===== src/rtl/core/rpc_frame_deframer_macros.svh =====
// ----------------------------------------------------------------------------
// rpc_frame_deframer_macros
// assertion macros used by rpc_frame_deframer; expects clk and rst_n in scope
// ----------------------------------------------------------------------------
`ifndef RPC_FRAME_DEFRAMER_MACROS_SVH
`define RPC_FRAME_DEFRAMER_MACROS_SVH

// condition must hold on every clock out of reset
`define RPCD_ASSERT_ALWAYS(label, cond, msg) \
  label: assert property (@(posedge clk) disable iff (!rst_n) (cond)) else $error(msg);

// antecedent implies consequent in the same cycle
`define RPCD_ASSERT_IMPL(label, ante, cons, msg) \
  label: assert property (@(posedge clk) disable iff (!rst_n) (ante) |-> (cons)) else $error(msg);

// antecedent implies consequent on the next cycle
`define RPCD_ASSERT_NEXT(label, ante, cons, msg) \
  label: assert property (@(posedge clk) disable iff (!rst_n) (ante) |=> (cons)) else $error(msg);

`endif


===== src/rtl/core/rpcd_pkg.sv =====
// ----------------------------------------------------------------------------
// rpcd_pkg
// types and constants of the rpc frame deframer
// ----------------------------------------------------------------------------
package rpcd_pkg;

  localparam int HDR_BYTES  = 34;
  localparam int CNT_W      = $clog2(HDR_BYTES);

  // header byte offsets
  localparam int OFS_MAGIC   = 0;
  localparam int OFS_VERSION = 4;
  localparam int OFS_TYPE    = 5;
  localparam int OFS_SERIAL  = 6;
  localparam int OFS_STATUS  = 8;
  localparam int OFS_METHOD  = 10;
  localparam int OFS_PAYLOAD = 14;
  localparam int OFS_TIMEOUT = 18;
  localparam int OFS_REQID   = 26;

  // configuration register indexes
  localparam logic [2:0] CFG_MAGIC     = 3'd0;
  localparam logic [2:0] CFG_VERSION   = 3'd1;
  localparam logic [2:0] CFG_TYPE      = 3'd2;
  localparam logic [2:0] CFG_MODE      = 3'd3;
  localparam logic [2:0] CFG_MAX_METH  = 3'd4;
  localparam logic [2:0] CFG_MAX_PAYLD = 3'd5;
  localparam logic [2:0] CFG_SERIAL_A  = 3'd6;
  localparam logic [2:0] CFG_SERIAL_B  = 3'd7;

  // configuration reset values
  localparam logic [31:0] RST_MAGIC     = 32'd0;
  localparam logic [7:0]  RST_VERSION   = 8'd1;
  localparam logic [7:0]  RST_TYPE      = 8'd0;
  localparam logic        RST_MODE      = 1'b0;
  localparam logic [31:0] RST_MAX_METH  = 32'd256;
  localparam logic [31:0] RST_MAX_PAYLD = 32'd65536;
  localparam logic [7:0]  RST_SERIAL_A  = 8'd0;
  localparam logic [7:0]  RST_SERIAL_B  = 8'd1;

  typedef enum logic [1:0] {
    PH_HEADER  = 2'd0,
    PH_METHOD  = 2'd1,
    PH_PAYLOAD = 2'd2,
    PH_HALT    = 2'd3
  } phase_t;

  typedef enum logic [1:0] {
    KIND_HDR     = 2'd0,
    KIND_METHOD  = 2'd1,
    KIND_PAYLOAD = 2'd2,
    KIND_ERROR   = 2'd3
  } kind_t;

  typedef enum logic [2:0] {
    ERR_NONE    = 3'd0,
    ERR_MAGIC   = 3'd1,
    ERR_VERSION = 3'd2,
    ERR_TYPE    = 3'd3,
    ERR_SERIAL  = 3'd4,
    ERR_METHOD  = 3'd5,
    ERR_PAYLOAD = 3'd6
  } err_t;

  typedef struct packed {
    logic [31:0] magic_word;
    logic [7:0]  version_code;
    logic [7:0]  expected_type;
    logic        mode;
    logic [31:0] max_method_len;
    logic [31:0] max_payload_len;
    logic [7:0]  serial_code_a;
    logic [7:0]  serial_code_b;
  } cfg_t;

  // from top to header unit
  typedef struct packed {
    logic             load;
    logic [CNT_W-1:0] idx;
    logic [7:0]       data;
  } hdr_wr_t;

  // decoded and checked header, valid with the final header word
  typedef struct packed {
    err_t        err;
    logic [63:0] call_id;
    logic [31:0] deadline;
    logic [15:0] reply_status;
    logic [7:0]  serial_type;
    logic [31:0] method_len;
    logic [31:0] payload_len;
  } hdr_res_t;

  typedef struct packed {
    kind_t       kind;
    err_t        error_code;
    logic [7:0]  out_byte;
    logic        last;
    logic [63:0] call_id;
    logic [31:0] deadline;
    logic [15:0] reply_status;
    logic [7:0]  serial_type;
    logic [31:0] method_len;
    logic [31:0] payload_len;
  } res_t;

endpackage


===== src/rtl/core/rpcd_in_if.sv =====
// ----------------------------------------------------------------------------
// rpcd_in_if
// byte stream channel into the deframer
// ----------------------------------------------------------------------------
interface rpcd_in_if;
  logic       valid;
  logic       ready;
  logic [7:0] in_byte;

  modport source (output valid, output in_byte, input ready);
  modport sink   (input valid, input in_byte, output ready);
endinterface


===== src/rtl/core/rpcd_out_if.sv =====
// ----------------------------------------------------------------------------
// rpcd_out_if
// result channel out of the deframer
// ----------------------------------------------------------------------------
interface rpcd_out_if;
  logic        valid;
  logic        ready;
  logic [1:0]  kind;
  logic [2:0]  error_code;
  logic [7:0]  out_byte;
  logic        last;
  logic [63:0] call_id;
  logic [31:0] deadline;
  logic [15:0] reply_status;
  logic [7:0]  serial_type;
  logic [31:0] method_len;
  logic [31:0] payload_len;

  modport source (output valid, output kind, output error_code, output out_byte,
                  output last, output call_id, output deadline,
                  output reply_status, output serial_type, output method_len,
                  output payload_len, input ready);
  modport sink   (input valid, input kind, input error_code, input out_byte,
                  input last, input call_id, input deadline,
                  input reply_status, input serial_type, input method_len,
                  input payload_len, output ready);
endinterface


===== src/rtl/core/rpcd_hdr.sv =====
// ----------------------------------------------------------------------------
// rpcd_hdr
// header field capture and check; fields shift in big-endian as words arrive
// ----------------------------------------------------------------------------
module rpcd_hdr (
  input  logic               clk,
  input  rpcd_pkg::cfg_t     cfg,
  input  rpcd_pkg::hdr_wr_t  wr,
  output rpcd_pkg::hdr_res_t res
);

  logic [31:0] magic_r;
  logic [7:0]  version_r;
  logic [7:0]  type_r;
  logic [7:0]  serial_r;
  logic [15:0] status_r;
  logic [31:0] mlen_r;
  logic [31:0] plen_r;
  logic [31:0] tmo_r;
  logic [55:0] rid_r;
  logic        mlen_bad;

  // unused header bytes fall through the default arm
  always_ff @(posedge clk) begin
    if (wr.load) begin
      unique case (wr.idx) inside
        [rpcd_pkg::OFS_MAGIC : rpcd_pkg::OFS_VERSION - 1]: begin
          magic_r <= {magic_r[23:0], wr.data};
        end
        rpcd_pkg::OFS_VERSION: version_r <= wr.data;
        rpcd_pkg::OFS_TYPE:    type_r    <= wr.data;
        rpcd_pkg::OFS_SERIAL:  serial_r  <= wr.data;
        [rpcd_pkg::OFS_STATUS : rpcd_pkg::OFS_METHOD - 1]: begin
          status_r <= {status_r[7:0], wr.data};
        end
        [rpcd_pkg::OFS_METHOD : rpcd_pkg::OFS_PAYLOAD - 1]: begin
          mlen_r <= {mlen_r[23:0], wr.data};
        end
        [rpcd_pkg::OFS_PAYLOAD : rpcd_pkg::OFS_TIMEOUT - 1]: begin
          plen_r <= {plen_r[23:0], wr.data};
        end
        [rpcd_pkg::OFS_TIMEOUT : rpcd_pkg::OFS_TIMEOUT + 3]: begin
          tmo_r <= {tmo_r[23:0], wr.data};
        end
        [rpcd_pkg::OFS_REQID : rpcd_pkg::HDR_BYTES - 1]: begin
          rid_r <= {rid_r[47:0], wr.data};
        end
        default: ;
      endcase
    end
  end

  assign mlen_bad = cfg.mode ? (mlen_r != 32'd0)
                             : ((mlen_r == 32'd0) || (mlen_r > cfg.max_method_len));

  always_comb begin
    res              = '0;
    // last header word is the low byte of the request id, used straight off the input
    res.call_id      = {rid_r, wr.data};
    res.deadline     = cfg.mode ? 32'd0 : tmo_r;
    res.reply_status = cfg.mode ? status_r : 16'd0;
    res.serial_type  = serial_r;
    res.method_len   = mlen_r;
    res.payload_len  = plen_r;
    if (magic_r != cfg.magic_word) begin
      res.err = rpcd_pkg::ERR_MAGIC;
    end else if (version_r != cfg.version_code) begin
      res.err = rpcd_pkg::ERR_VERSION;
    end else if (type_r != cfg.expected_type) begin
      res.err = rpcd_pkg::ERR_TYPE;
    end else if ((serial_r != cfg.serial_code_a) && (serial_r != cfg.serial_code_b)) begin
      res.err = rpcd_pkg::ERR_SERIAL;
    end else if (mlen_bad) begin
      res.err = rpcd_pkg::ERR_METHOD;
    end else if (plen_r > cfg.max_payload_len) begin
      res.err = rpcd_pkg::ERR_PAYLOAD;
    end else begin
      res.err = rpcd_pkg::ERR_NONE;
    end
  end

endmodule


===== src/rtl/core/rpc_frame_deframer.sv =====
// ----------------------------------------------------------------------------
// rpc_frame_deframer
// byte-serial rpc frame deframer: header decode and check, body pass-through
// ----------------------------------------------------------------------------
//   channel  | dir | handshake          | payload
//   in_ch    | in  | valid/ready        | in_byte
//   out_ch   | out | valid/ready        | kind, error_code, out_byte, last, header fields
//   cfg_*    | in  | cfg_we, no ready   | cfg_index, cfg_data
//
// one word accepted per clock; its result, if any, is valid on the next clock
// in_ch.ready drops only while the result register is full and out_ch.ready is low
// rst_n is synchronous; no memory clearing pass, the block is ready right after reset
// after an error words are accepted and dropped until reset
// ----------------------------------------------------------------------------
`include "rpc_frame_deframer_macros.svh"

module rpc_frame_deframer (
  input  logic        clk,
  input  logic        rst_n,
  rpcd_in_if.sink     in_ch,
  rpcd_out_if.source  out_ch,
  input  logic        cfg_we,
  input  logic [2:0]  cfg_index,
  input  logic [31:0] cfg_data
);

  localparam int CW = rpcd_pkg::CNT_W;

  rpcd_pkg::cfg_t     cfg_r;
  rpcd_pkg::phase_t   phase_r, phase_nxt;
  logic [CW-1:0]      cnt_r, cnt_nxt;
  logic [31:0]        mleft_r, mleft_nxt;
  logic [31:0]        pleft_r, pleft_nxt;
  logic               out_vld_r, out_vld_nxt;
  rpcd_pkg::res_t     res_r, res_nxt;
  logic               res_vld;
  logic               accept;
  rpcd_pkg::hdr_wr_t  hdr_wr;
  rpcd_pkg::hdr_res_t hdr_res;

  assign in_ch.ready = !out_vld_r || out_ch.ready;
  assign accept      = in_ch.valid && in_ch.ready;

  // configuration registers
  always_ff @(posedge clk) begin
    if (!rst_n) begin
      cfg_r.magic_word      <= rpcd_pkg::RST_MAGIC;
      cfg_r.version_code    <= rpcd_pkg::RST_VERSION;
      cfg_r.expected_type   <= rpcd_pkg::RST_TYPE;
      cfg_r.mode            <= rpcd_pkg::RST_MODE;
      cfg_r.max_method_len  <= rpcd_pkg::RST_MAX_METH;
      cfg_r.max_payload_len <= rpcd_pkg::RST_MAX_PAYLD;
      cfg_r.serial_code_a   <= rpcd_pkg::RST_SERIAL_A;
      cfg_r.serial_code_b   <= rpcd_pkg::RST_SERIAL_B;
    end else if (cfg_we) begin
      unique case (cfg_index)
        rpcd_pkg::CFG_MAGIC:     cfg_r.magic_word      <= cfg_data;
        rpcd_pkg::CFG_VERSION:   cfg_r.version_code    <= cfg_data[7:0];
        rpcd_pkg::CFG_TYPE:      cfg_r.expected_type   <= cfg_data[7:0];
        rpcd_pkg::CFG_MODE:      cfg_r.mode            <= cfg_data[0];
        rpcd_pkg::CFG_MAX_METH:  cfg_r.max_method_len  <= cfg_data;
        rpcd_pkg::CFG_MAX_PAYLD: cfg_r.max_payload_len <= cfg_data;
        rpcd_pkg::CFG_SERIAL_A:  cfg_r.serial_code_a   <= cfg_data[7:0];
        rpcd_pkg::CFG_SERIAL_B:  cfg_r.serial_code_b   <= cfg_data[7:0];
        default: ;
      endcase
    end
  end

  assign hdr_wr.load = accept && (phase_r == rpcd_pkg::PH_HEADER);
  assign hdr_wr.idx  = cnt_r;
  assign hdr_wr.data = in_ch.in_byte;

  rpcd_hdr u_hdr (
    .clk (clk),
    .cfg (cfg_r),
    .wr  (hdr_wr),
    .res (hdr_res)
  );

  always_ff @(posedge clk) begin
    if (!rst_n) begin
      phase_r   <= rpcd_pkg::PH_HEADER;
      cnt_r     <= '0;
      mleft_r   <= '0;
      pleft_r   <= '0;
      out_vld_r <= 1'b0;
    end else begin
      phase_r   <= phase_nxt;
      cnt_r     <= cnt_nxt;
      mleft_r   <= mleft_nxt;
      pleft_r   <= pleft_nxt;
      out_vld_r <= out_vld_nxt;
    end
  end

  always_ff @(posedge clk) begin
    if (res_vld) begin
      res_r <= res_nxt;
    end
  end

  always_comb begin
    phase_nxt = phase_r;
    cnt_nxt   = cnt_r;
    mleft_nxt = mleft_r;
    pleft_nxt = pleft_r;
    res_vld   = 1'b0;
    res_nxt   = '0;
    unique case (phase_r)
      rpcd_pkg::PH_HEADER: begin
        if (accept) begin
          if (cnt_r == CW'(rpcd_pkg::HDR_BYTES - 1)) begin
            cnt_nxt = '0;
            res_vld = 1'b1;
            if (hdr_res.err != rpcd_pkg::ERR_NONE) begin
              res_nxt.kind       = rpcd_pkg::KIND_ERROR;
              res_nxt.error_code = hdr_res.err;
              phase_nxt          = rpcd_pkg::PH_HALT;
            end else begin
              res_nxt.kind         = rpcd_pkg::KIND_HDR;
              res_nxt.error_code   = rpcd_pkg::ERR_NONE;
              res_nxt.call_id      = hdr_res.call_id;
              res_nxt.deadline     = hdr_res.deadline;
              res_nxt.reply_status = hdr_res.reply_status;
              res_nxt.serial_type  = hdr_res.serial_type;
              res_nxt.method_len   = hdr_res.method_len;
              res_nxt.payload_len  = hdr_res.payload_len;
              res_nxt.last         = (hdr_res.method_len == 32'd0) &&
                                     (hdr_res.payload_len == 32'd0);
              mleft_nxt = hdr_res.method_len;
              pleft_nxt = hdr_res.payload_len;
              if (hdr_res.method_len != 32'd0) begin
                phase_nxt = rpcd_pkg::PH_METHOD;
              end else if (hdr_res.payload_len != 32'd0) begin
                phase_nxt = rpcd_pkg::PH_PAYLOAD;
              end else begin
                phase_nxt = rpcd_pkg::PH_HEADER;
              end
            end
          end else begin
            cnt_nxt = cnt_r + CW'(1);
          end
        end
      end
      rpcd_pkg::PH_METHOD: begin
        if (accept) begin
          res_vld          = 1'b1;
          res_nxt.kind     = rpcd_pkg::KIND_METHOD;
          res_nxt.out_byte = in_ch.in_byte;
          mleft_nxt        = mleft_r - 32'd1;
          if (mleft_r == 32'd1) begin
            phase_nxt    = (pleft_r != 32'd0) ? rpcd_pkg::PH_PAYLOAD : rpcd_pkg::PH_HEADER;
            res_nxt.last = (pleft_r == 32'd0);
          end
        end
      end
      rpcd_pkg::PH_PAYLOAD: begin
        if (accept) begin
          res_vld          = 1'b1;
          res_nxt.kind     = rpcd_pkg::KIND_PAYLOAD;
          res_nxt.out_byte = in_ch.in_byte;
          pleft_nxt        = pleft_r - 32'd1;
          if (pleft_r == 32'd1) begin
            phase_nxt    = rpcd_pkg::PH_HEADER;
            res_nxt.last = 1'b1;
          end
        end
      end
      rpcd_pkg::PH_HALT: ;
      default: ;
    endcase
    out_vld_nxt = res_vld || (out_vld_r && !out_ch.ready);
  end

  assign out_ch.valid        = out_vld_r;
  assign out_ch.kind         = res_r.kind;
  assign out_ch.error_code   = res_r.error_code;
  assign out_ch.out_byte     = res_r.out_byte;
  assign out_ch.last         = res_r.last;
  assign out_ch.call_id      = res_r.call_id;
  assign out_ch.deadline     = res_r.deadline;
  assign out_ch.reply_status = res_r.reply_status;
  assign out_ch.serial_type  = res_r.serial_type;
  assign out_ch.method_len   = res_r.method_len;
  assign out_ch.payload_len  = res_r.payload_len;

  `RPCD_ASSERT_NEXT(a_halt_sticks, phase_r == rpcd_pkg::PH_HALT, phase_r == rpcd_pkg::PH_HALT, "left halt without reset")
  `RPCD_ASSERT_ALWAYS(a_cnt_range, cnt_r <= CW'(rpcd_pkg::HDR_BYTES - 1), "header count out of range")
  `RPCD_ASSERT_IMPL(a_method_left, phase_r == rpcd_pkg::PH_METHOD, mleft_r != 32'd0, "method phase with nothing left")
  `RPCD_ASSERT_IMPL(a_payload_left, phase_r == rpcd_pkg::PH_PAYLOAD, pleft_r != 32'd0, "payload phase with nothing left")
  `RPCD_ASSERT_NEXT(a_halt_silent, phase_r == rpcd_pkg::PH_HALT && !(out_vld_r && !out_ch.ready), !out_vld_r, "result after error")

endmodule

===== src/flat_wrapper.sv =====
// flat-port wrapper written by rule: the top's interface ports become plain ports
module rpc_frame_deframer_flat 
  (clk, rst_n, cfg_we, cfg_index, cfg_data, in_ch_valid, in_ch_in_byte, in_ch_ready, out_ch_valid, out_ch_kind, out_ch_error_code, out_ch_out_byte, out_ch_last, out_ch_call_id, out_ch_deadline, out_ch_reply_status, out_ch_serial_type, out_ch_method_len, out_ch_payload_len, out_ch_ready);
  rpcd_in_if in_ch_i ();
  rpcd_out_if out_ch_i ();
  input  logic clk;
  input  logic rst_n;
  input  logic cfg_we;
  input  logic [2:0] cfg_index;
  input  logic [31:0] cfg_data;
  input wire logic [$bits(in_ch_i.valid)-1:0] in_ch_valid;
  input wire logic [$bits(in_ch_i.in_byte)-1:0] in_ch_in_byte;
  output wire logic [$bits(in_ch_i.ready)-1:0] in_ch_ready;
  output wire logic [$bits(out_ch_i.valid)-1:0] out_ch_valid;
  output wire logic [$bits(out_ch_i.kind)-1:0] out_ch_kind;
  output wire logic [$bits(out_ch_i.error_code)-1:0] out_ch_error_code;
  output wire logic [$bits(out_ch_i.out_byte)-1:0] out_ch_out_byte;
  output wire logic [$bits(out_ch_i.last)-1:0] out_ch_last;
  output wire logic [$bits(out_ch_i.call_id)-1:0] out_ch_call_id;
  output wire logic [$bits(out_ch_i.deadline)-1:0] out_ch_deadline;
  output wire logic [$bits(out_ch_i.reply_status)-1:0] out_ch_reply_status;
  output wire logic [$bits(out_ch_i.serial_type)-1:0] out_ch_serial_type;
  output wire logic [$bits(out_ch_i.method_len)-1:0] out_ch_method_len;
  output wire logic [$bits(out_ch_i.payload_len)-1:0] out_ch_payload_len;
  input wire logic [$bits(out_ch_i.ready)-1:0] out_ch_ready;
  assign in_ch_i.valid = in_ch_valid;
  assign in_ch_i.in_byte = in_ch_in_byte;
  assign in_ch_ready = in_ch_i.ready;
  assign out_ch_valid = out_ch_i.valid;
  assign out_ch_kind = out_ch_i.kind;
  assign out_ch_error_code = out_ch_i.error_code;
  assign out_ch_out_byte = out_ch_i.out_byte;
  assign out_ch_last = out_ch_i.last;
  assign out_ch_call_id = out_ch_i.call_id;
  assign out_ch_deadline = out_ch_i.deadline;
  assign out_ch_reply_status = out_ch_i.reply_status;
  assign out_ch_serial_type = out_ch_i.serial_type;
  assign out_ch_method_len = out_ch_i.method_len;
  assign out_ch_payload_len = out_ch_i.payload_len;
  assign out_ch_i.ready = out_ch_ready;
  rpc_frame_deframer u_core (.clk(clk), .rst_n(rst_n), .in_ch(in_ch_i), .out_ch(out_ch_i), .cfg_we(cfg_we), .cfg_index(cfg_index), .cfg_data(cfg_data));
endmodule

===== config.mk =====
export PLATFORM = sky130hd
export DESIGN_NAME = rpc_frame_deframer_flat
export DESIGN_NICKNAME = d
export VERILOG_FILES = /design/src/rtl/core/rpcd_pkg.sv /design/src/rtl/core/rpcd_in_if.sv /design/src/rtl/core/rpcd_out_if.sv /design/src/rtl/core/rpcd_hdr.sv /design/src/rtl/core/rpc_frame_deframer.sv /design/src/flat_wrapper.sv
export VERILOG_INCLUDE_DIRS = /design/src /design/src/rtl/core
export SDC_FILE = /design/constraint.sdc
export NUM_CORES = 1
export LEC_CHECK = 0
export ABC_AREA = 1
export BUFFER_PORTS_ARGS = -buffer_cell sky130_fd_sc_hd__buf_2
export CAP_MARGIN = 5
export CORE_MARGIN = 2
export CORE_UTILIZATION = 30
export DETAILED_ROUTE_END_ITERATION = 10
export SYNTH_ARGS = -nofsm -noshare
export SYNTH_HDL_FRONTEND = slang
export SYNTH_SLANG_ARGS = --single-unit

===== constraint.sdc =====
create_clock -name clk -period 15.3 [get_ports clk]
set_input_delay 1.53 -clock clk [delete_from_list [all_inputs] [get_ports clk]]
set_output_delay 1.53 -clock clk [all_outputs]
set_load 0.01 [all_outputs]

Yosys cells after proc, flatten, opt, wreduce, memory -nomap -nowiden
Cells that the tools add are included.
- ROM bits: 0
- latch bits: 0
- register bits: 624
- RAM bits: 0
- output and inout port bits: 200
- bits of input ports: 48
- memories kept: 0
- reduce and logical (&&, ||, !) cells: 54
- add/subtract/negate cells: 3
- divide/modulo/power cells: 0
- shift-type cells: 0
- equality and inequality tests: 27
- order comparisons: 14
- multipliers: 0
- bitwise gates (word level): 4
- multiplexer cells: 50
- operators with widths (operator ; number):
    $mux W185 ; 3
    $mux W32 ; 9
    $pmux W32 S2 ; 2
    $logic_not A32 Y1 ; 3
    $reduce_bool A32 Y1 ; 3
    $eq A32 B1 Y1 const B ; 2
    $gt A32 B32 Y1 ; 2
    $sub A32 B1 Y32 const B ; 2
    $reduce_and A2 Y1 ; 18
    $ne A32 B32 Y1 ; 1
    $ne A8 B8 Y1 ; 4
    $mux W2 ; 11
    $eq A6 B3 Y1 const B ; 3
    $ge A6 B4 Y1 const B ; 3
    $mux W3 ; 6
    $mux W9 ; 2
    $mux W16 ; 1
    $pmux W8 S2 ; 1
    $mux W5 ; 3
    $eq A3 B3 Y1 const B ; 4
    $ge A6 B5 Y1 const B ; 2
    $le A6 B4 Y1 const B ; 2
    $le A6 B5 Y1 const B ; 2
    $pmux W2 S3 ; 2
    29 further kinds ; 61

Logic depth before layout (Yosys ltp)
- depth after elaboration: 13
- depth in mapped cells: 25
- depth with buffers taken out: 24

Cells and area by module
From an unflattened synthesis, not the netlist that was laid out.
- cells, all modules: 2971
- area, all modules: 27597.7 µm²
- by module, submodules not included (module ; times used ; cells an instance ; area an instance (µm²)):
    rpc_frame_deframer ; 1 ; 2148 ; 17554.3
    rpcd_hdr ; 1 ; 823 ; 10043.4

Worst setup path after synthesis
Ideal clock, no wire load.
- path type: input port to flip-flop
- start point: input port out_ch_ready
- end point: register u_core.res_r, in the netlist u_core.out_ch.call_id[0], enable pin
- arrival: 12011 ps
- stages: 8
- library setup time: 824 ps
- buffers on the path: 0
- path slack: 2464 ps
- cells stage by stage: inv_1 -> nand2_1 -> nand2_1 -> nor2_2 -> clkinv_1 -> nor2_1 -> inv_1 -> a21oi_1
- word-level cells in the longest chain between the ends: 4
- elaborated cells on any way between the ends: 5
- classes of those cells: mux: 3; reduce/logical: 2
- RTL lines (item ; line ; RTL):
    start, declared ; flat_wrapper.sv:25 ; input wire logic [$bits(out_ch_i.ready)-1:0] out_ch_ready;
    $logic_or A1 B1 Y1 (*) ; rpc_frame_deframer.sv:41 ; assign in_ch.ready = !out_vld_r || out_ch.ready;
    named net in_ch_ready ; flat_wrapper.sv:13 ; output wire logic [$bits(in_ch_i.ready)-1:0] in_ch_ready;
    $logic_and A1 B1 Y1 (*) ; rpc_frame_deframer.sv:42 ; assign accept = in_ch.valid && in_ch.ready;
    $mux W1 (on tied branches) ; rpc_frame_deframer.sv:147, rpc_frame_deframer.sv:159, rpc_frame_deframer.sv:112 ;
    $pmux W1 S2 (*) ; rpc_frame_deframer.sv:110 ; unique case (phase_r)
    named net u_core.res_vld ; rpc_frame_deframer.sv:36 ; logic res_vld;
    end signal, assigned ; rpc_frame_deframer.sv:99 ; res_r <= res_nxt;
    end, declared ; rpc_frame_deframer.sv:35 ; rpcd_pkg::res_t res_r, res_nxt;
Mark *: on every way through the listed nets, which the timed path passes. The rest lies on a longest branch.
A chain may end at the register's enable or synchronous reset.

Worst setup path after layout
- start point: register u_core.u_hdr.plen_r[31]
- end point: register u_core.pleft_r[3]
- word-level cells in the longest chain between the ends: 10
- RTL lines (item ; line ; RTL):
    start, declared ; rpcd_hdr.sv:18 ; logic [31:0] plen_r;
    start signal, assigned ; rpcd_hdr.sv:40 ; plen_r <= {plen_r[23:0], wr.data};
    $gt A32 B32 Y1 ; rpcd_hdr.sv:75 ; end else if (plen_r > cfg.max_payload_len) begin
    $mux W3 ; rpcd_hdr.sv:75 ;
    $mux W3 ; rpcd_hdr.sv:73 ; end else if (mlen_bad) begin
    $mux W3 ; rpcd_hdr.sv:71 ; end else if ((serial_r != cfg.serial_code_a) && (serial_r != cfg.serial_code_b)) begin
    $mux W3 ; rpcd_hdr.sv:69 ; end else if (type_r != cfg.expected_type) begin
    $mux W3 ; rpcd_hdr.sv:67 ; end else if (version_r != cfg.version_code) begin
    $mux W3 ; rpcd_hdr.sv:65 ; if (magic_r != cfg.magic_word) begin
    $reduce_bool A3 Y1 ; rpc_frame_deframer.sv:116 ; if (hdr_res.err != rpcd_pkg::ERR_NONE) begin
    $ne A2 B2 Y1 (no line) ; -- ;
    $reduce_and A5 Y1 (no line) ; -- ;
    end signal, assigned ; rpc_frame_deframer.sv:92 ; pleft_r <= pleft_nxt;
    end, declared ; rpc_frame_deframer.sv:33 ; logic [31:0] pleft_r, pleft_nxt;
No other way between the ends.

==> impl_results.md <==
* Status: finished, final reports clean
* Tightest Pin Transition at 1.07 ns
* # Max-Cap Violations at 0
* Fin util at 35.6%
* CP max stage cell: nand2_4
* Vias per inst at 4.58
* Clock slew at reported path FFs at 0.06 ns
* Setup TNS at 0 ns
* Distinct cell type count after synthesis at 55
* #FFs+latches synth at 624
* CTS tree: done
* Fill cells at 8753
* # rows at 109
* # DRC at 0
* Seq/Total Area, Yosys at 62.7%
* Nets at 3036
* H-tree depth at 3
* Post-synthesis average cell area at 10.0 um2
* Worst slew margin at 28.9%
* Die Y at 302 um
* Fraction of synthesized area in multiplexers at 0%
* Post-Synth Adder-Cell Area at 3.61%
* Vias in the first global route at 17400
* Num CTS Buffers at 70
* GRT Overall Usage at 15.4%
* Top-area cell type share of the netlist area at 47.5%
* Post-synth top area cell: edfxtp_1
* Post-Syn Area at 26700 um2
* Clk sink count at 624
* Crit share post-route at 26.2%
* CP Class: reg2reg
* DRT iter0 DRCs at 1520
* Worst-path cell chain: ha_1 > nand2_1 > nor2_1 > nand4_1 > nor3b_2 > nand4_1 > a21oi_1 > nand2_1 > nand2_1 > nand4_4 > nand2_4 > nand2_2 > nand2_1 > nand2_1 > nor2_1
* Multi-input logic area at 8230 um2
* Largest family of logic cells by synthesized area: simple AND/OR/NAND/NOR gates
* Req. time, crit path at 15.84 ns
* ANT cells at 0
* Post_cts resized at 0
* Die ar. at 91300 um2
* Max Fclk at 249 MHz
* DR vias at 18900
* Global placement routability congestion at 0.842
* I/O Pins at 248
* Post-CTS setup buffer count at 0
* Hold crit path type: reg2reg
* Per-cell routed wire length at 17.4 um
* Area delta synth->final at 17.9%
* Startpoint Class: flip-flop
* Largest net degree at the start of global routing at 161
* VDD IR-drop max at 0.113 mV
* Setup Viol. Count Final at 0
* CORE AREA at 88200 um2
* Hold Vio Cnt, Final at 0
* Post-Syn Instances at 2666
* Pwr dens at 149 nW/um2
* Grt ovf at 0
* Antenna viol nets, final at 0
* FF+latch area at 16700 um2
* Share of cells above drive strength 1 at 14.2%
* CTS Buffer Depth at 3
* Initial Utilization at 30.2%
* Static leakage at 12.9 nW
* Die Span X at 302 um
* Post-synthesis compound-gate area fraction at 8.12%
* Worst-Skew Late Latency at 0.63 ns
* Final HPWL DP at 49.5 mm
* RSZ-0062 raised after global routing: no
* Post-synth EDFFs at 422
* Hold buffer count at cts at 0
* First-pass GRT wire length at 107 mm
* CP Max Fanout at 96
* Post-Synth Simple-Gate Area at 16.2%
* Drt first pass iters at 5
* Synth Area in XOR/XNOR at 2.63%
* Reg2reg setup slack at 11.29 ns
* Mapped Nets at 2791
* PortBufs at 247
* WL final at 71.9 mm
* Synth warn at 0
* Clock skew at 0.0307 ns
* CP most frequent cell: nand2_1
* Fin crit period at 4.01 ns
* Crit path arrival time at 4.55 ns
* CTS root buf: clkbuf_16
* Final max-slew violation count at 0
* Synth area leaders: edfxtp_1 47%, dfxtp_1 15%, nor2_1 7.2%
* Primary FF master, synth: edfxtp_1
* Async SR Flop Fraction at 0%
* Critical path's largest stage delay at 0.78 ns
* Antenna violations before repair at 4
* Worst Setup End Kind: flip-flop
[per-stage QoR]
| step | worst slack (ns) | hold WS, ns | cell area, um2 | power (W) | std cells |
|---|---|---|---|---|---|
| after detailed placement | 10.73 | 0.432 | 29200 | 0.00308 | 4004 |
| after global routing | 10.90 | 0.435 | 31500 | 0.00494 | 4133 |
| after floorplan | 2.46 | 0.426 | 26700 | 0.00283 | 2666 |
| final | 11.29 | 0.429 | 31500 | 0.00470 | 4133 |
| after CTS | 11.23 | 0.424 | 31500 | 0.00474 | 4133 |
| after global placement | 10.80 | 0.430 | 29200 | 0.00307 | 4004 |
[Yosys cell counts, drive strengths merged (2+ instances only)]
library cell  number
nand3             88
nand4             32
nor4              25
o21a               6
inv              361
o21bai             2
nand2            264
edfxtp           422
o211ai             3
nor3b              5
a21o               3
o21ai            197
a21oi            188
buf               32
clkinv             7
nor2             535
nand3b            15
nor3              33
xor2              61
dfxtp            202
a22oi              2
a31oi              2
and3b              2
o2111ai            3
or2                6
clkbuf            63
xnor2             19
ha                77
[sequential cells by signal, indices dropped and copies added (netlist names), 16 cells and up]
name                        count
u_core.out_ch.deadline         32
u_core.cfg_r                  129
u_core.u_hdr.plen_r            32
u_core.u_hdr.tmo_r             32
u_core.mleft_r                 32
u_core.u_hdr.magic_r           32
u_core.out_ch.payload_len      32
u_core.out_ch.call_id          64
u_core.u_hdr.rid_r             56
u_core.out_ch.method_len       32
u_core.pleft_r                 32
u_core.u_hdr.mlen_r            32
u_core.u_hdr.status_r          16
u_core.out_ch.reply_status     16
[layout by cell type (no fill, tap or decap), drive strengths merged, types with 88 or more instances in the layout]
master  instances
buf           268
nand3          88
a21oi         188
inv           367
o21ai         197
edfxtp        422
nand2         264
nor2          535
dfxtp         202
clkbuf         96
[critical path: cells and delay by family (launching register included)]
| kind | cells | cell delay (ns) |
|---|---|---|
| adders and majority gates | 1 | 0.35 |
| AOI/OAI and AO/OA | 1 | 0.18 |
| and+or+nand+nor | 13 | 2.87 |
| DFF | 1 | 0.49 |
[final timing paths]
| check | cells after the start | endpoint | from |
|---|---|---|---|
| setup / recovery | 15 | u_core.pleft_r[3]$_SDFFE_PN0P_ | u_core.u_hdr.plen_r[31]$_DFFE_PP_ |
| hold / removal | 0 | u_core.u_hdr.rid_r[23]$_DFFE_PP_ | u_core.u_hdr.rid_r[15]$_DFFE_PP_ |
| setup reg to reg | 15 | u_core.pleft_r[3]$_SDFFE_PN0P_ | u_core.u_hdr.plen_r[31]$_DFFE_PP_ |
| hold reg to reg | 0 | u_core.u_hdr.rid_r[23]$_DFFE_PP_ | u_core.u_hdr.rid_r[15]$_DFFE_PP_ |
[logic make-up (layout without fill, tap and decap cells)]
| family | Yosys count | after routing |
|---|---|---|
| AO/OA/AOI/OAI | 415 | 415 |
| flip-flops | 624 | 624 |
| buffers and inverters | 463 | 765 |
| adder cells (fa/ha/maj) | 77 | 77 |
| AND/OR/NAND/NOR | 1007 | 1007 |
| XOR/XNOR | 80 | 80 |
[report_power, final]
part           total, W  switching (W)  internal, W
clock           0.00166       0.000698     0.000959
sequential      0.00204      0.0000650      0.00198
combinational   0.00100       0.000699     0.000305
total           0.00470        0.00146      0.00324
[metal layers]
layer | up-vias | global-route usage (%) | share of wire [%]
met5 | - | 0 | 0.058
met4 | 6 | 4.74 | 2.1
met3 | 93 | 2.38 | 5.3
met2 | 472 | 24.5 | 47
met1 | 9030 | 21.5 | 45
li1 | 9346 | - | -
[cell type report]
type,count,share of cell area [%]
flip-flops and latches,624,53.1
multi-input cells,1579,26.2
clock buffers,96,6.11
well taps,1165,4.63
repair buffers,268,4.48
inverters,368,4.40
clock inverters,33,1.08
No activity file was read; power rests on OpenSTA's default activity.
